$ cat config.mk
export PLATFORM = sky130hd
export DESIGN_NAME = stepper_trapezoid_ramp_core
export DESIGN_NICKNAME = d
export VERILOG_FILES = /design/src/rtl/stramp_pkg.sv /design/src/rtl/stramp_div.sv /design/src/rtl/stepper_trapezoid_ramp_core.sv
export SDC_FILE = /design/constraint.sdc
export NUM_CORES = 1
export LEC_CHECK = 0
export ABC_AREA = 1
export BUFFER_PORTS_ARGS = -buffer_cell sky130_fd_sc_hd__clkbuf_2
export CAP_MARGIN = 30
export CORE_MARGIN = 10
export CORE_UTILIZATION = 40
export CTS_CLUSTER_SIZE = 8
export DETAILED_ROUTE_END_ITERATION = 6
export GPL_TIMING_DRIVEN = 1
export HOLD_SLACK_MARGIN = 0.08
export MAX_ROUTING_LAYER = met4
export PLACE_DENSITY = 0.58
export REMOVE_ABC_BUFFERS = 1
export SYNTH_ARGS = -nofsm -noshare
export SYNTH_HDL_FRONTEND = slang
export SYNTH_SLANG_ARGS = --single-unit
export TNS_END_PERCENT = 100
$ cat constraint.sdc
create_clock -name clk -period 5.8 [get_ports clk]
set_input_delay 0.29 -clock clk [delete_from_list [all_inputs] [get_ports clk]]
set_output_delay 0.29 -clock clk [all_outputs]
set_load 0.05 [all_outputs]
$ cat src/rtl/stramp_pkg.sv
// shared types and constants for the stepper trapezoid ramp core
`timescale 1ns / 1ps
`default_nettype none

package stramp_pkg;

    // sequencer states
    typedef enum logic [2:0] {
        S_IDLE,
        S_CMD,
        S_DIV,
        S_RAMP,
        S_STEP,
        S_DONE
    } stramp_state_t;

    // result status codes
    localparam logic [1:0] ST_NONE   = 2'd0;
    localparam logic [1:0] ST_ACCEPT = 2'd1;
    localparam logic [1:0] ST_RANGE  = 2'd2;
    localparam logic [1:0] ST_BUSY   = 2'd3;

    // request kinds
    localparam logic REQ_TICK = 1'b0;
    localparam logic REQ_MOVE = 1'b1;

    // configuration register indexes
    localparam logic [2:0] CFG_START_DELAY  = 3'd0;
    localparam logic [2:0] CFG_CRUISE_DELAY = 3'd1;
    localparam logic [2:0] CFG_DELAY_STEP   = 3'd2;
    localparam logic [2:0] CFG_PULSE_TICKS  = 3'd3;
    localparam logic [2:0] CFG_TRAVEL_LIMIT = 3'd4;

    // configuration reset values
    localparam logic [15:0] RST_START_DELAY  = 16'd2500;
    localparam logic [15:0] RST_CRUISE_DELAY = 16'd1300;
    localparam logic [7:0]  RST_DELAY_STEP   = 8'd4;
    localparam logic [7:0]  RST_PULSE_TICKS  = 8'd10;
    localparam logic [10:0] RST_TRAVEL_LIMIT = 11'd2000;

    // divider operand widths
    localparam int DIV_DVD_BITS = 16;
    localparam int DIV_DVS_BITS = 8;

    // status word passed back from the divider
    typedef struct packed {
        logic                    done;
        logic [DIV_DVD_BITS-1:0] quotient;
    } stramp_div_res_t;

endpackage

`default_nettype wire

$ cat src/rtl/stramp_div.sv
// restoring serial divider, one quotient bit per cycle
`timescale 1ns / 1ps
`default_nettype none

module stramp_div (
    input  wire logic                              clk,
    input  wire logic                              rst_n,
    input  wire logic                              start,
    input  wire logic [stramp_pkg::DIV_DVD_BITS-1:0] dividend,
    input  wire logic [stramp_pkg::DIV_DVS_BITS-1:0] divisor,
    output stramp_pkg::stramp_div_res_t            res
);
    import stramp_pkg::*;

    localparam int CNT_BITS = $clog2(DIV_DVD_BITS + 1);

    logic [DIV_DVD_BITS-1:0] dvd_reg, dvd_next;
    logic [DIV_DVS_BITS-1:0] rem_reg, rem_next;
    logic [CNT_BITS-1:0]     cnt_reg, cnt_next;
    logic                    active_reg, active_next;
    logic                    done_reg, done_next;
    logic [DIV_DVS_BITS:0]   shifted;
    logic [DIV_DVS_BITS:0]   trial;

    always_comb
    begin
        shifted     = {rem_reg, dvd_reg[DIV_DVD_BITS-1]};
        trial       = shifted - {1'b0, divisor};
        dvd_next    = dvd_reg;
        rem_next    = rem_reg;
        cnt_next    = cnt_reg;
        active_next = active_reg;
        done_next   = 1'b0;
        if (start)
        begin
            dvd_next    = dividend;
            rem_next    = '0;
            cnt_next    = CNT_BITS'(DIV_DVD_BITS);
            active_next = 1'b1;
        end
        else if (active_reg)
        begin
            // trial subtract, shift the quotient bit in from the right
            if (shifted >= {1'b0, divisor})
            begin
                rem_next = trial[DIV_DVS_BITS-1:0];
                dvd_next = {dvd_reg[DIV_DVD_BITS-2:0], 1'b1};
            end
            else
            begin
                rem_next = shifted[DIV_DVS_BITS-1:0];
                dvd_next = {dvd_reg[DIV_DVD_BITS-2:0], 1'b0};
            end
            cnt_next = cnt_reg - 1'b1;
            if (cnt_reg == CNT_BITS'(1))
            begin
                active_next = 1'b0;
                done_next   = 1'b1;
            end
        end
    end

    always_ff @(posedge clk or negedge rst_n)
    begin
        if (!rst_n)
        begin
            cnt_reg    <= '0;
            active_reg <= 1'b0;
            done_reg   <= 1'b0;
        end
        else
        begin
            cnt_reg    <= cnt_next;
            active_reg <= active_next;
            done_reg   <= done_next;
        end
    end

    always_ff @(posedge clk)
    begin
        dvd_reg <= dvd_next;
        rem_reg <= rem_next;
    end

    assign res.done     = done_reg;
    assign res.quotient = dvd_reg;

endmodule

`default_nettype wire

$ cat src/rtl/stepper_trapezoid_ramp_core.sv
// stepper trapezoid ramp core: step pulse sequencer with serial ramp divide
//
// input channel (in_valid / in_ready) carries one word per request: req_type 0
// is a one-microsecond tick, req_type 1 a move command with an absolute
// target_steps. every accepted word yields exactly one result word on the
// output channel (out_valid / out_ready): step level for that tick,
// direction, busy flag, committed position and status.
// sequencing: the block takes one word at a time. a tick goes from S_CMD
// to S_DONE, through S_STEP at a step boundary to load the next step
// period. a move command that ramps goes through S_DIV, where the serial
// divide of (start_delay - cruise_delay) by delay_step sizes the ramp, then
// S_RAMP; a rejected move goes straight to S_DONE, a non-ramping one through
// S_RAMP. in_ready is high only while the sequencer is idle.
// a finished result sits in the output register; the next word is taken
// and worked on while it waits, and only the hand-over of that next result
// waits for the receiver.
// configuration (cfg_we, cfg_index, cfg_data) writes a register on cfg_we; indexes
// above four are ignored. write it only while idle.
// reset: asynchronous, active low; registers go to their defaults, position
// to zero, no move in progress, output channel empty.
`timescale 1ns / 1ps
`default_nettype none

module stepper_trapezoid_ramp_core #(
    parameter int DELAY_BITS = 16,
    parameter int COUNT_BITS = 13
) (
    input  wire logic               clk,
    input  wire logic               rst_n,
    // configuration write port
    input  wire logic               cfg_we,
    input  wire logic [2:0]         cfg_index,
    input  wire logic [15:0]        cfg_data,
    // request words
    input  wire logic               in_valid,
    output logic                    in_ready,
    input  wire logic               req_type,
    input  wire logic signed [11:0] target_steps,
    // result words
    output logic                    out_valid,
    input  wire logic               out_ready,
    output logic                    step_level,
    output logic                    dir_level,
    output logic                    busy_res,
    output logic signed [11:0]      position,
    output logic [1:0]              status
);
    import stramp_pkg::*;

    // working widths: delay math one bit above the widest delay operand
    localparam int WB = ((DELAY_BITS > 16) ? DELAY_BITS : 16) + 1;
    localparam int LB = (COUNT_BITS > 13) ? COUNT_BITS : 13;
    localparam int FB = (COUNT_BITS > 16) ? COUNT_BITS : 16;

    // configuration registers
    logic [15:0] start_delay_reg;
    logic [15:0] cruise_delay_reg;
    logic [7:0]  delay_step_reg;
    logic [7:0]  pulse_ticks_reg;
    logic [10:0] travel_limit_reg;

    // sequencer and move state
    stramp_state_t          state_reg, state_next;
    logic                   req_type_reg;
    logic signed [11:0]     target_reg;
    logic signed [11:0]     cur_pos_reg, cur_pos_next;
    logic [COUNT_BITS-1:0]  move_length_reg, move_length_next;
    logic [COUNT_BITS-1:0]  step_index_reg, step_index_next;
    logic [COUNT_BITS-1:0]  ramp_reg, ramp_next;
    logic [FB-1:0]          full_reg, full_next;
    logic [DELAY_BITS-1:0]  period_reg, period_next;
    logic [DELAY_BITS-1:0]  tick_reg, tick_next;
    logic                   moving_reg, moving_next;
    logic                   dir_reg, dir_next;
    logic                   step_pend_reg, step_pend_next;
    logic [1:0]             status_pend_reg, status_pend_next;

    // output register
    logic                   out_valid_reg, out_valid_next;
    logic                   load_out;

    // divider hookup
    logic                   div_start;
    stramp_div_res_t        div_res;

    // command decode
    logic [11:0]            target_mag;
    logic                   target_bad;
    logic signed [12:0]     diff;
    logic [12:0]            diff_abs;
    logic [LB-1:0]          diff_ext;
    logic                   ramp_ok;

    // tick decode
    logic [WB-1:0]          tk_plen;
    logic [WB-1:0]          tk_next;
    logic [WB-1:0]          tk_pulse;
    logic [COUNT_BITS-1:0]  si_inc;
    logic                   period_end;
    logic                   move_end;
    logic [LB-1:0]          ml_ext;
    logic [11:0]            ml12;

    // step period update
    logic [WB-1:0]          bs_d;
    logic [WB-1:0]          bs_ds;
    logic [WB-1:0]          bs_cruise;
    logic [WB-1:0]          bs_max;
    logic [FB-1:0]          half_ext;

    assign in_ready  = (state_reg == S_IDLE);
    assign out_valid = out_valid_reg;
    assign load_out  = (state_reg == S_DONE) && (!out_valid_reg || out_ready);

    stramp_div u_div (
        .clk      (clk),
        .rst_n    (rst_n),
        .start    (div_start),
        .dividend (start_delay_reg - cruise_delay_reg),
        .divisor  (delay_step_reg),
        .res      (div_res)
    );

    // configuration writes
    always_ff @(posedge clk or negedge rst_n)
    begin
        if (!rst_n)
        begin
            start_delay_reg  <= RST_START_DELAY;
            cruise_delay_reg <= RST_CRUISE_DELAY;
            delay_step_reg   <= RST_DELAY_STEP;
            pulse_ticks_reg  <= RST_PULSE_TICKS;
            travel_limit_reg <= RST_TRAVEL_LIMIT;
        end
        else if (cfg_we)
        begin
            unique case (cfg_index)
                CFG_START_DELAY:  start_delay_reg  <= cfg_data;
                CFG_CRUISE_DELAY: cruise_delay_reg <= cfg_data;
                CFG_DELAY_STEP:   delay_step_reg   <= cfg_data[7:0];
                CFG_PULSE_TICKS:  pulse_ticks_reg  <= cfg_data[7:0];
                CFG_TRAVEL_LIMIT: travel_limit_reg <= cfg_data[10:0];
                default: ;
            endcase
        end
    end

    // shared decode terms
    always_comb
    begin
        // move command checks
        target_mag = target_reg[11] ? 12'(-target_reg) : 12'(target_reg);
        target_bad = target_mag > {1'b0, travel_limit_reg};
        diff       = 13'(signed'(target_reg)) - 13'(signed'(cur_pos_reg));
        diff_abs   = diff[12] ? 13'(-diff) : 13'(diff);
        diff_ext   = LB'(diff_abs);
        ramp_ok    = (start_delay_reg > cruise_delay_reg) && (delay_step_reg != 8'd0);

        // tick: period length is at least the pulse width
        tk_pulse   = WB'(pulse_ticks_reg);
        tk_plen    = (WB'(period_reg) > tk_pulse) ? WB'(period_reg) : tk_pulse;
        tk_next    = WB'(tick_reg) + WB'(1);
        period_end = (tk_next >= tk_plen);
        si_inc     = step_index_reg + 1'b1;
        move_end   = (si_inc >= move_length_reg);
        ml_ext     = LB'(move_length_reg);
        ml12       = ml_ext[11:0];

        // ramp length is the smaller of the slope and half the move
        half_ext   = FB'(move_length_reg >> 1);

        // next step period: down on the ramp in, up on the ramp out, cruise floor
        bs_ds      = WB'(delay_step_reg);
        bs_cruise  = WB'(cruise_delay_reg);
        bs_max     = WB'({DELAY_BITS{1'b1}});
        bs_d       = WB'(period_reg);
        if (step_index_reg < ramp_reg)
        begin
            bs_d = (bs_d >= bs_ds) ? (bs_d - bs_ds) : '0;
        end
        else if (step_index_reg >= (move_length_reg - ramp_reg))
        begin
            bs_d = bs_d + bs_ds;
            if (bs_d > bs_max)
            begin
                bs_d = bs_max;
            end
        end
        if (bs_d < bs_cruise)
        begin
            bs_d = bs_cruise;
        end
    end

    // next state
    always_comb
    begin
        state_next = state_reg;
        unique case (state_reg)
            S_IDLE:
            begin
                if (in_valid)
                begin
                    state_next = S_CMD;
                end
            end
            S_CMD:
            begin
                if (req_type_reg == REQ_MOVE)
                begin
                    if (moving_reg || target_bad)
                    begin
                        state_next = S_DONE;
                    end
                    else if (ramp_ok)
                    begin
                        state_next = S_DIV;
                    end
                    else
                    begin
                        state_next = S_RAMP;
                    end
                end
                else if (moving_reg && period_end && !move_end)
                begin
                    state_next = S_STEP;
                end
                else
                begin
                    state_next = S_DONE;
                end
            end
            S_DIV:
            begin
                if (div_res.done)
                begin
                    state_next = S_RAMP;
                end
            end
            S_RAMP:
            begin
                state_next = (move_length_reg != '0) ? S_STEP : S_DONE;
            end
            S_STEP:
            begin
                state_next = S_DONE;
            end
            S_DONE:
            begin
                if (load_out)
                begin
                    state_next = S_IDLE;
                end
            end
            default:
            begin
                state_next = S_IDLE;
            end
        endcase
    end

    // datapath updates per state
    always_comb
    begin
        cur_pos_next     = cur_pos_reg;
        move_length_next = move_length_reg;
        step_index_next  = step_index_reg;
        ramp_next        = ramp_reg;
        full_next        = full_reg;
        period_next      = period_reg;
        tick_next        = tick_reg;
        moving_next      = moving_reg;
        dir_next         = dir_reg;
        step_pend_next   = step_pend_reg;
        status_pend_next = status_pend_reg;
        div_start        = 1'b0;
        out_valid_next   = out_valid_reg;

        if (out_valid_reg && out_ready)
        begin
            out_valid_next = 1'b0;
        end

        unique case (state_reg)
            S_IDLE:
            begin
                step_pend_next   = 1'b0;
                status_pend_next = ST_NONE;
            end
            S_CMD:
            begin
                if (req_type_reg == REQ_MOVE)
                begin
                    if (moving_reg)
                    begin
                        status_pend_next = ST_BUSY;
                    end
                    else if (target_bad)
                    begin
                        status_pend_next = ST_RANGE;
                    end
                    else
                    begin
                        status_pend_next = ST_ACCEPT;
                        dir_next         = !diff[12] && (diff != 13'sd0);
                        move_length_next = diff_ext[COUNT_BITS-1:0];
                        step_index_next  = '0;
                        period_next      = DELAY_BITS'(start_delay_reg);
                        div_start        = ramp_ok;
                        // no slope: ramp length zero, flat delay
                        if (start_delay_reg <= cruise_delay_reg)
                        begin
                            full_next = '0;
                        end
                        else
                        begin
                            full_next = FB'(diff_ext[COUNT_BITS-1:0]);
                        end
                    end
                end
                else if (moving_reg)
                begin
                    step_pend_next = (WB'(tick_reg) < tk_pulse);
                    if (period_end)
                    begin
                        step_index_next = si_inc;
                        if (move_end)
                        begin
                            cur_pos_next = dir_reg ? (cur_pos_reg + signed'(ml12))
                                                   : (cur_pos_reg - signed'(ml12));
                            moving_next  = 1'b0;
                            tick_next    = '0;
                        end
                    end
                    else
                    begin
                        tick_next = tk_next[DELAY_BITS-1:0];
                    end
                end
            end
            S_DIV:
            begin
                if (div_res.done)
                begin
                    full_next = FB'(div_res.quotient);
                end
            end
            S_RAMP:
            begin
                ramp_next = (half_ext < full_reg) ? move_length_reg >> 1
                                                  : full_reg[COUNT_BITS-1:0];
                if (move_length_reg != '0)
                begin
                    moving_next = 1'b1;
                end
            end
            S_STEP:
            begin
                period_next = bs_d[DELAY_BITS-1:0];
                tick_next   = '0;
            end
            S_DONE:
            begin
                if (load_out)
                begin
                    out_valid_next = 1'b1;
                end
            end
            default: ;
        endcase
    end

    // control state
    always_ff @(posedge clk or negedge rst_n)
    begin
        if (!rst_n)
        begin
            state_reg       <= S_IDLE;
            cur_pos_reg     <= '0;
            move_length_reg <= '0;
            step_index_reg  <= '0;
            ramp_reg        <= '0;
            period_reg      <= '0;
            tick_reg        <= '0;
            moving_reg      <= 1'b0;
            dir_reg         <= 1'b0;
            out_valid_reg   <= 1'b0;
        end
        else
        begin
            state_reg       <= state_next;
            cur_pos_reg     <= cur_pos_next;
            move_length_reg <= move_length_next;
            step_index_reg  <= step_index_next;
            ramp_reg        <= ramp_next;
            period_reg      <= period_next;
            tick_reg        <= tick_next;
            moving_reg      <= moving_next;
            dir_reg         <= dir_next;
            out_valid_reg   <= out_valid_next;
        end
    end

    // payload registers
    always_ff @(posedge clk)
    begin
        if (in_valid && in_ready)
        begin
            req_type_reg <= req_type;
            target_reg   <= target_steps;
        end
        full_reg        <= full_next;
        step_pend_reg   <= step_pend_next;
        status_pend_reg <= status_pend_next;
        if (load_out)
        begin
            step_level <= step_pend_reg;
            dir_level  <= dir_reg;
            busy_res   <= moving_reg;
            position   <= cur_pos_reg;
            status     <= status_pend_reg;
        end
    end

    // a running move always has steps left
    a_moving_len: assert property (@(posedge clk) disable iff (!rst_n)
        moving_reg |-> (step_index_reg < move_length_reg))
        else $error("step index ran past move length");

    // ramp never exceeds half of the move
    a_ramp_half: assert property (@(posedge clk) disable iff (!rst_n)
        moving_reg |-> (ramp_reg <= (move_length_reg >> 1)))
        else $error("ramp longer than half the move");

    // divider only finishes while the sequencer waits for it
    a_div_done: assert property (@(posedge clk) disable iff (!rst_n)
        div_res.done |-> (state_reg == S_DIV))
        else $error("divider result outside divide state");

    // a pending result stays in the output register until the receiver takes it
    a_out_load: assert property (@(posedge clk) disable iff (!rst_n)
        (out_valid_reg && !out_ready) |=> out_valid_reg)
        else $error("pending result dropped");

endmodule

`default_nettype wire
==> summary.md, run 1 <==
| Metric | Value |
|---|---|
| Logic pwr share | `58.0%` |
| Power share of the clock group | `17.8%` |
| Antenna Nets Post-Route | `0` |
| Synth Warn # | `0` |
| Hold WS | `104 ps` |
| Routed wire per std cell | `16.8 µm` |
| Max Clk Rate | `190 MHz` |
| Avg Cell Area, Syn | `7.40 µm²` |
| Synth-to-layout area growth | `11.9%` |
| Xor/xnor share of the synthesized area | `5.38%` |
| Adder-cell share of the synthesized area | `13.9%` |
| Post-layout net count | `2744` |
| Die area | `53900 µm²` |
| Die Ht | `232 µm` |
| Port-buffer cells | `55` |
| Power density cells | `536 nW/µm²` |
| Slowest stage delay, CP | `420 ps` |
| Int Pwr | `5.49 mW` |
| R2r setup slk | `540 ps` |
| CP bufs+invs | `5` |
| DRT met1 WL | `22900 µm` |
| Clock root cell | `clkbuf_16` |
| Complex-gate fraction of the synthesized area | `12.0%` |
| CP Launch Type | `flop` |
| Vias in the first global route | `15.5k` |
| First-pass GRT wire length | `84500 µm` |
| Die X-Extent | `232 µm` |
| Overflow left after global routing | `0` |
| Placer Congestion | `0.948` |
| Synth Flop Type | `dfrtp_1` |
| Status | `completed` |
| Total power draw | `10.8 mW` |
| Deepest clock path buffer count | `3` |
| Sequential fraction of the synthesis area | `33.4%` |
| IO Pins | `56` |
| Clk sinks | `228` |
| Net Sw Power | `5.29 mW` |
| # diodes | `0` |
| Dpl hpwl | `41200 µm` |
| Area of the multi-input gates | `10200 µm²` |
| RSZ-0062 raised after global routing | `no` |
| Final-report hold violation count | `0` |
| WL met2 | `25100 µm` |
| Cells after Synth | `2432` |
| Finished Core Util | `45.4%` |
| CTS buffer count | `35` |
| Inst Count DP | `3045` |
| Core Rows | `77` |
| Ys async rst share | `68.0%` |
| Skew-Pair Late Insertion Delay | `540 ps` |
| Fillers | `4507` |
| Relative slew slack | `32.8%` |
| Top routing layer in use | `met4` |
| Core area | `44300 µm²` |
| Synth Register Bits | `228` |
| CP top delay family | `simple AND/OR/NAND/NOR gates` |
| Post-Layout Cell Count | `3130` |
| DR WL met3 | `2690 µm` |
| CTS tree | `built` |
| Worst setup path start | `ml_ext[0]$_DFFE_PN0P_` |
| Clock skew | `13.8 ps` |
| Via density | `5.07` |
| Post-synth EDFFs | `65` |
| Arrival @ worst endpoint | `5730 ps` |
| Largest net degree at the start of global routing | `90` |
| Hold Path Origin | `out_ready` |
| Reg clk slew, reported paths | `50 ps` |
| Htree depth | `2` |
| TritonRoute pass-1 iters | `5` |
| DRC | `0` |
| Starting DRC count in detailed routing | `1004` |
| Setup CP Type | `reg2reg` |
| Initial core utilization | `40.6%` |
| Final setup violation count | `0` |
| R2R Path Start | `ml_ext[0]$_DFFE_PN0P_` |
| Max Cap Viol | `0` |
| Pins over their slew limit | `0` |
| Largest family of logic cells by synthesized area | `simple AND/OR/NAND/NOR gates` |
| Post-synthesis mux area share | `0.111%` |
| Simple-gate area share of the yosys netlist | `25.5%` |
| Max FO, Critical Path | `22` |
| Initial antenna violation count | `0` |
| GRT Overall Usage | `20.3%` |
| Netlist cell types | `64` |
| Fin Setup TNS | `0 ps` |
| Sequential Area | `6010 µm²` |
| Routed wire length | `52500 µm` |
| Synth Cell Area | `18000 µm²` |
| CP max-delay cell | `fa_1` |
| Post-route clock period utilization | `90.7%` |
| Worst slew pin tran | `1010 ps` |
| Switching share of power | `49.1%` |
| Peak supply drop | `235 µV` |
| Via Count | `15.9k` |
| Share of post-route cells with drive strength above 1 | `7.84%` |
| Power share of the sequential group | `24.2%` |
| CP required | `6270 ps` |
| Min-delay worst type | `in2reg` |
| Leakage | `10.2 nW` |
| Worst setup EP type | `flop` |
| Min cycle time layout | `5260 ps` |
[layout make-up]
cell class                      instances  share of cell area [%]
Clock inverter                          4                   0.187
Tap cell                              592                    3.68
Clock buffer                           59                    4.91
Sequential cell                       228                    29.9
Timing Repair Buffer                   94                    3.12
Inverter                              396                    7.39
Multi-Input combinational cell       1757                    50.8
[tightest hold or removal path: cells and delay by family]
kind	cells	cell delay, ps
buffers and inverters	2	150
AND/OR/NAND/NOR	2	150
[timing repair]
item	CTS	global route
buffers inserted	0	2
endpoints found under the setup margin	0	16
resized for setup	0	5
endpoints found under the hold margin	108	0
hold buffers	20	0
[layer usage]
metal / GRT usage (%) / vias up
met5: - / -
met1: 24.6 / 7331
met3: 3.21 / 101
met4: 7.47 / 0
met2: 33.6 / 351
li1: - / 8078
[worst paths after layout]
path                                                    end  cells past startpoint
max in group asynchronous  cruise_delay_reg[11]$_DFFE_PN0P_                      3
setup reg to reg                 period_reg[10]$_DFFE_PN0P_                     34
hold / removal                          out_valid$_DFF_PN0_                      4
hold reg to reg                         status[1]$_DFFE_PP_                      0
min in group asynchronous        cur_pos_reg[5]$_DFFE_PN0P_                      2
setup / recovery                 period_reg[10]$_DFFE_PN0P_                     34
[synthesized netlist by cell type (all sizes together), types with 32 or more instances]
cell      n  area, µm²
inv     393       1480
nor2    189        768
nand2   626       2400
edfxtp   65       1950
ha      188       2350
nor3     32        190
nand4    35        219
a21oi   113        577
dfrtp   137       3430
xor2     86        761
o21ai   203       1020
nand3   160        876
[logic make-up (layout without fill, tap and decap cells)]
kind of cell             after synthesis  count (layout)
XOR/XNOR                             108             108
AO/OA/AOI/OAI                        392             392
flip-flops                           228             228
AND/OR/NAND/NOR                     1060            1060
buffers and inverters                447             553
adder cells (fa/ha/maj)              195             195
multiplexers                           2               2
[power groups by stage]
stage	clock [mW]	combinational, mW	sequential [mW]
2_1_floorplan	0	4.44	2.61
5_1_grt	2.03	7.13	2.66
6_report	1.91	6.26	2.61
3_5_place_dp	0	6.16	2.62
4_1_cts	1.97	6.20	2.61
3_3_place_gp	0	6.08	2.62
[cell usage in the layout, fill, tap and decap left out, types with 18 or more instances in the layout]
cell	count
a21oi_1	110
buf_4	18
clkbuf_1	23
clkbuf_16	36
clkbuf_2	54
dfrtp_1	137
dfstp_2	18
dlygate4sd3_1	20
edfxtp_1	65
ha_1	188
inv_1	386
nand2_1	608
nand3_1	151
nand4_1	35
nor2_1	176
nor3_1	26
o21ai_0	187
xnor2_1	21
xor2_1	85
[through the flow]
step / setup slack, ps / instance area, µm²
5_1_grt: 24.4 / 20100
6_report: 537 / 20100
3_5_place_dp: 194 / 18900
3_3_place_gp: 374 / 18900
2_1_floorplan: 759 / 17700
4_1_cts: 172 / 20100
No activity file was read; power rests on OpenSTA's default activity.
==> run 2: changes to the inputs <==
- PLACE_DENSITY: 0.58 -> not set
- PLACE_DENSITY_LB_ADDON: not set -> 0.3
==> run 2 against run 1 <==
Compared with the run above:
- combinational power is essentially flat
- clock skew increased by 14 ps
- via count up 0.79%
- sequential share of layout area is essentially flat
- cell area about the same
- first-iteration DRC count up 21%
- non-clock buffer count shrank 1
- die area did not move
- cell count is essentially flat
- clock-buffer cell count did not move
- critical path type unchanged
- highest routed layer unchanged
==> summary.md, run 2 (same netlist as run 1, synthesis figures left out) <==
| Metric | Value |
|---|---|
| CP top delay family | `simple AND/OR/NAND/NOR gates` |
| Pins over their slew limit | `0` |
| First-pass GRT wire length | `84800 µm` |
| Clock skew | `27.9 ps` |
| Htree depth | `2` |
| Fin Setup TNS | `0 ps` |
| Most frequent cells in the layout | `nand2_1 (608), inv_1 (386), ha_1 (188), o21ai_0 (187), nor2_1 (176)` |
| Slowest stage delay, CP | `420 ps` |
| Die X-Extent | `232 µm` |
| Clock root cell | `clkbuf_16` |
| Worst setup EP type | `flop` |
| Starting DRC count in detailed routing | `1214` |
| Via density | `5.11` |
| Design Area, Final | `20100 µm²` |
| TritonRoute pass-1 iters | `5` |
| Dpl hpwl | `40700 µm` |
| Port-buffer cells | `55` |
| Via Count | `16.0k` |
| Min-delay worst type | `in2reg` |
| Post-route clock period utilization | `92.0%` |
| Peak supply drop | `224 µV` |
| # diodes | `0` |
| CP Launch Type | `flop` |
| Core Rows | `77` |
| Final setup violation count | `0` |
| CP max-delay cell | `fa_1` |
| RSZ-0062 raised after global routing | `no` |
| Max FO, Critical Path | `22` |
| Skew-Pair Late Insertion Delay | `560 ps` |
| CTS tree | `built` |
| Relative slew slack | `32.3%` |
| Max Clk Rate | `187 MHz` |
| Post-Layout Cell Count | `3128` |
| Overflow left after global routing | `0` |
| Die area | `53900 µm²` |
| Placer Congestion | `0.915` |
| Die Ht | `232 µm` |
| Max Cap Viol | `0` |
| CP bufs+invs | `4` |
| Placed cell areas | `18900 µm²` |
| Largest net degree at the start of global routing | `94` |
| Min cycle time layout | `5340 ps` |
| Setup CP Type | `reg2reg` |
| Arrival @ worst endpoint | `5770 ps` |
| Power density cells | `537 nW/µm²` |
| IO Pins | `56` |
| Worst slew pin tran | `1010 ps` |
| Deepest clock path buffer count | `3` |
| Status | `completed` |
| Fillers | `4512` |
| GRT Overall Usage | `20.1%` |
| Vias in the first global route | `15.9k` |
| Routed wire length | `52300 µm` |
| Synth-to-layout area growth | `11.8%` |
| DRC | `0` |
| CP required | `6230 ps` |
| Leakage | `10.2 nW` |
| Crit-path most repeated cell | `nand2_1` |
| Initial antenna violation count | `0` |
| Initial core utilization | `40.6%` |
| Clk sinks | `228` |
| Finished Core Util | `45.4%` |
| Core area | `44300 µm²` |
| Inst Count DP | `3044` |
| Post-layout net count | `2742` |
| Final-report hold violation count | `0` |
| Reg clk slew, reported paths | `50 ps` |
| Routed wire per std cell | `16.7 µm` |
| Leading cell type in the layout, fill and taps excluded | `nand2_1` |
| CTS buffer count | `34` |
| Antenna Nets Post-Route | `0` |
| Share of post-route cells with drive strength above 1 | `7.81%` |
-- run 2: path summary, 6_finish.rpt --
kind | startpoint | end | slack [ps] | cells past startpoint
max | ml_ext[0]$_DFFE_PN0P_ | period_reg[0]$_DFFE_PN0P_ | 460 | 34
min | cfg_data[14] | cruise_delay_reg[14]$_DFFE_PN0P_ | 80 | 3
max reg2reg | ml_ext[0]$_DFFE_PN0P_ | period_reg[0]$_DFFE_PN0P_ | 460 | 34
min reg2reg | status_pend_reg[1]$_SDFFCE_PN0P_ | status[1]$_DFFE_PP_ | 430 | 0
max in group asynchronous | rst_n | period_reg[6]$_DFFE_PN0P_ | 4200 | 4
min in group asynchronous | rst_n | cur_pos_reg[4]$_DFFE_PN0P_ | 100 | 2
-- run 2: timing repair --
item,in CTS,in global routing
resized for setup,0,4
endpoints found under the setup margin,0,16
buffers inserted,0,3
hold endpoints to repair,111,0
hold buffers,18,0
-- run 2: layout make-up --
cell class	instances	area, µm²	area share (%)
Clock buffer	59	955	4.75
Clock inverter	3	58.8	0.292
Inverter	396	1490	7.39
Multi-Input combinational cell	1757	10200	50.8
Sequential cell	228	6010	29.9
Tap cell	592	741	3.68
Timing Repair Buffer	93	636	3.16
-- run 2: routing by layer --
metal  vias to the layer above  track usage [%]  routed length (µm)
met5                         -                -                   0
met4                         0             6.27                1400
met3                        76             2.71                2370
met2                       375             33.7               25200
met1                      7470             24.8               23400
li1                       8066                -                   -
-- run 2: report_power, final --
group	internal [mW]	total (mW)	leakage, nW	switching, mW
clock network	1.13	1.92	0.480	0.789
registers	2.17	2.61	2.63	0.438
logic	2.18	6.28	7.08	4.09
-- run 2: worst min-delay path, stage by stage --
cell	delay (ps)
clkbuf_2	80
inv_1	100
o21ai_0	90
-- run 2: stage by stage --
| step | hold WS, ps | setup slack, ps | power, mW |
|---|---|---|---|
| after global placement | 408 | 382 | 8.67 |
| after global routing | 84.1 | 24.0 | 11.8 |
| final | 82.1 | 465 | 10.8 |
| after floorplan | -5.59 | 759 | 7.06 |
| after CTS | 80.0 | 123 | 10.8 |
| after detailed placement | 418 | 171 | 8.78 |
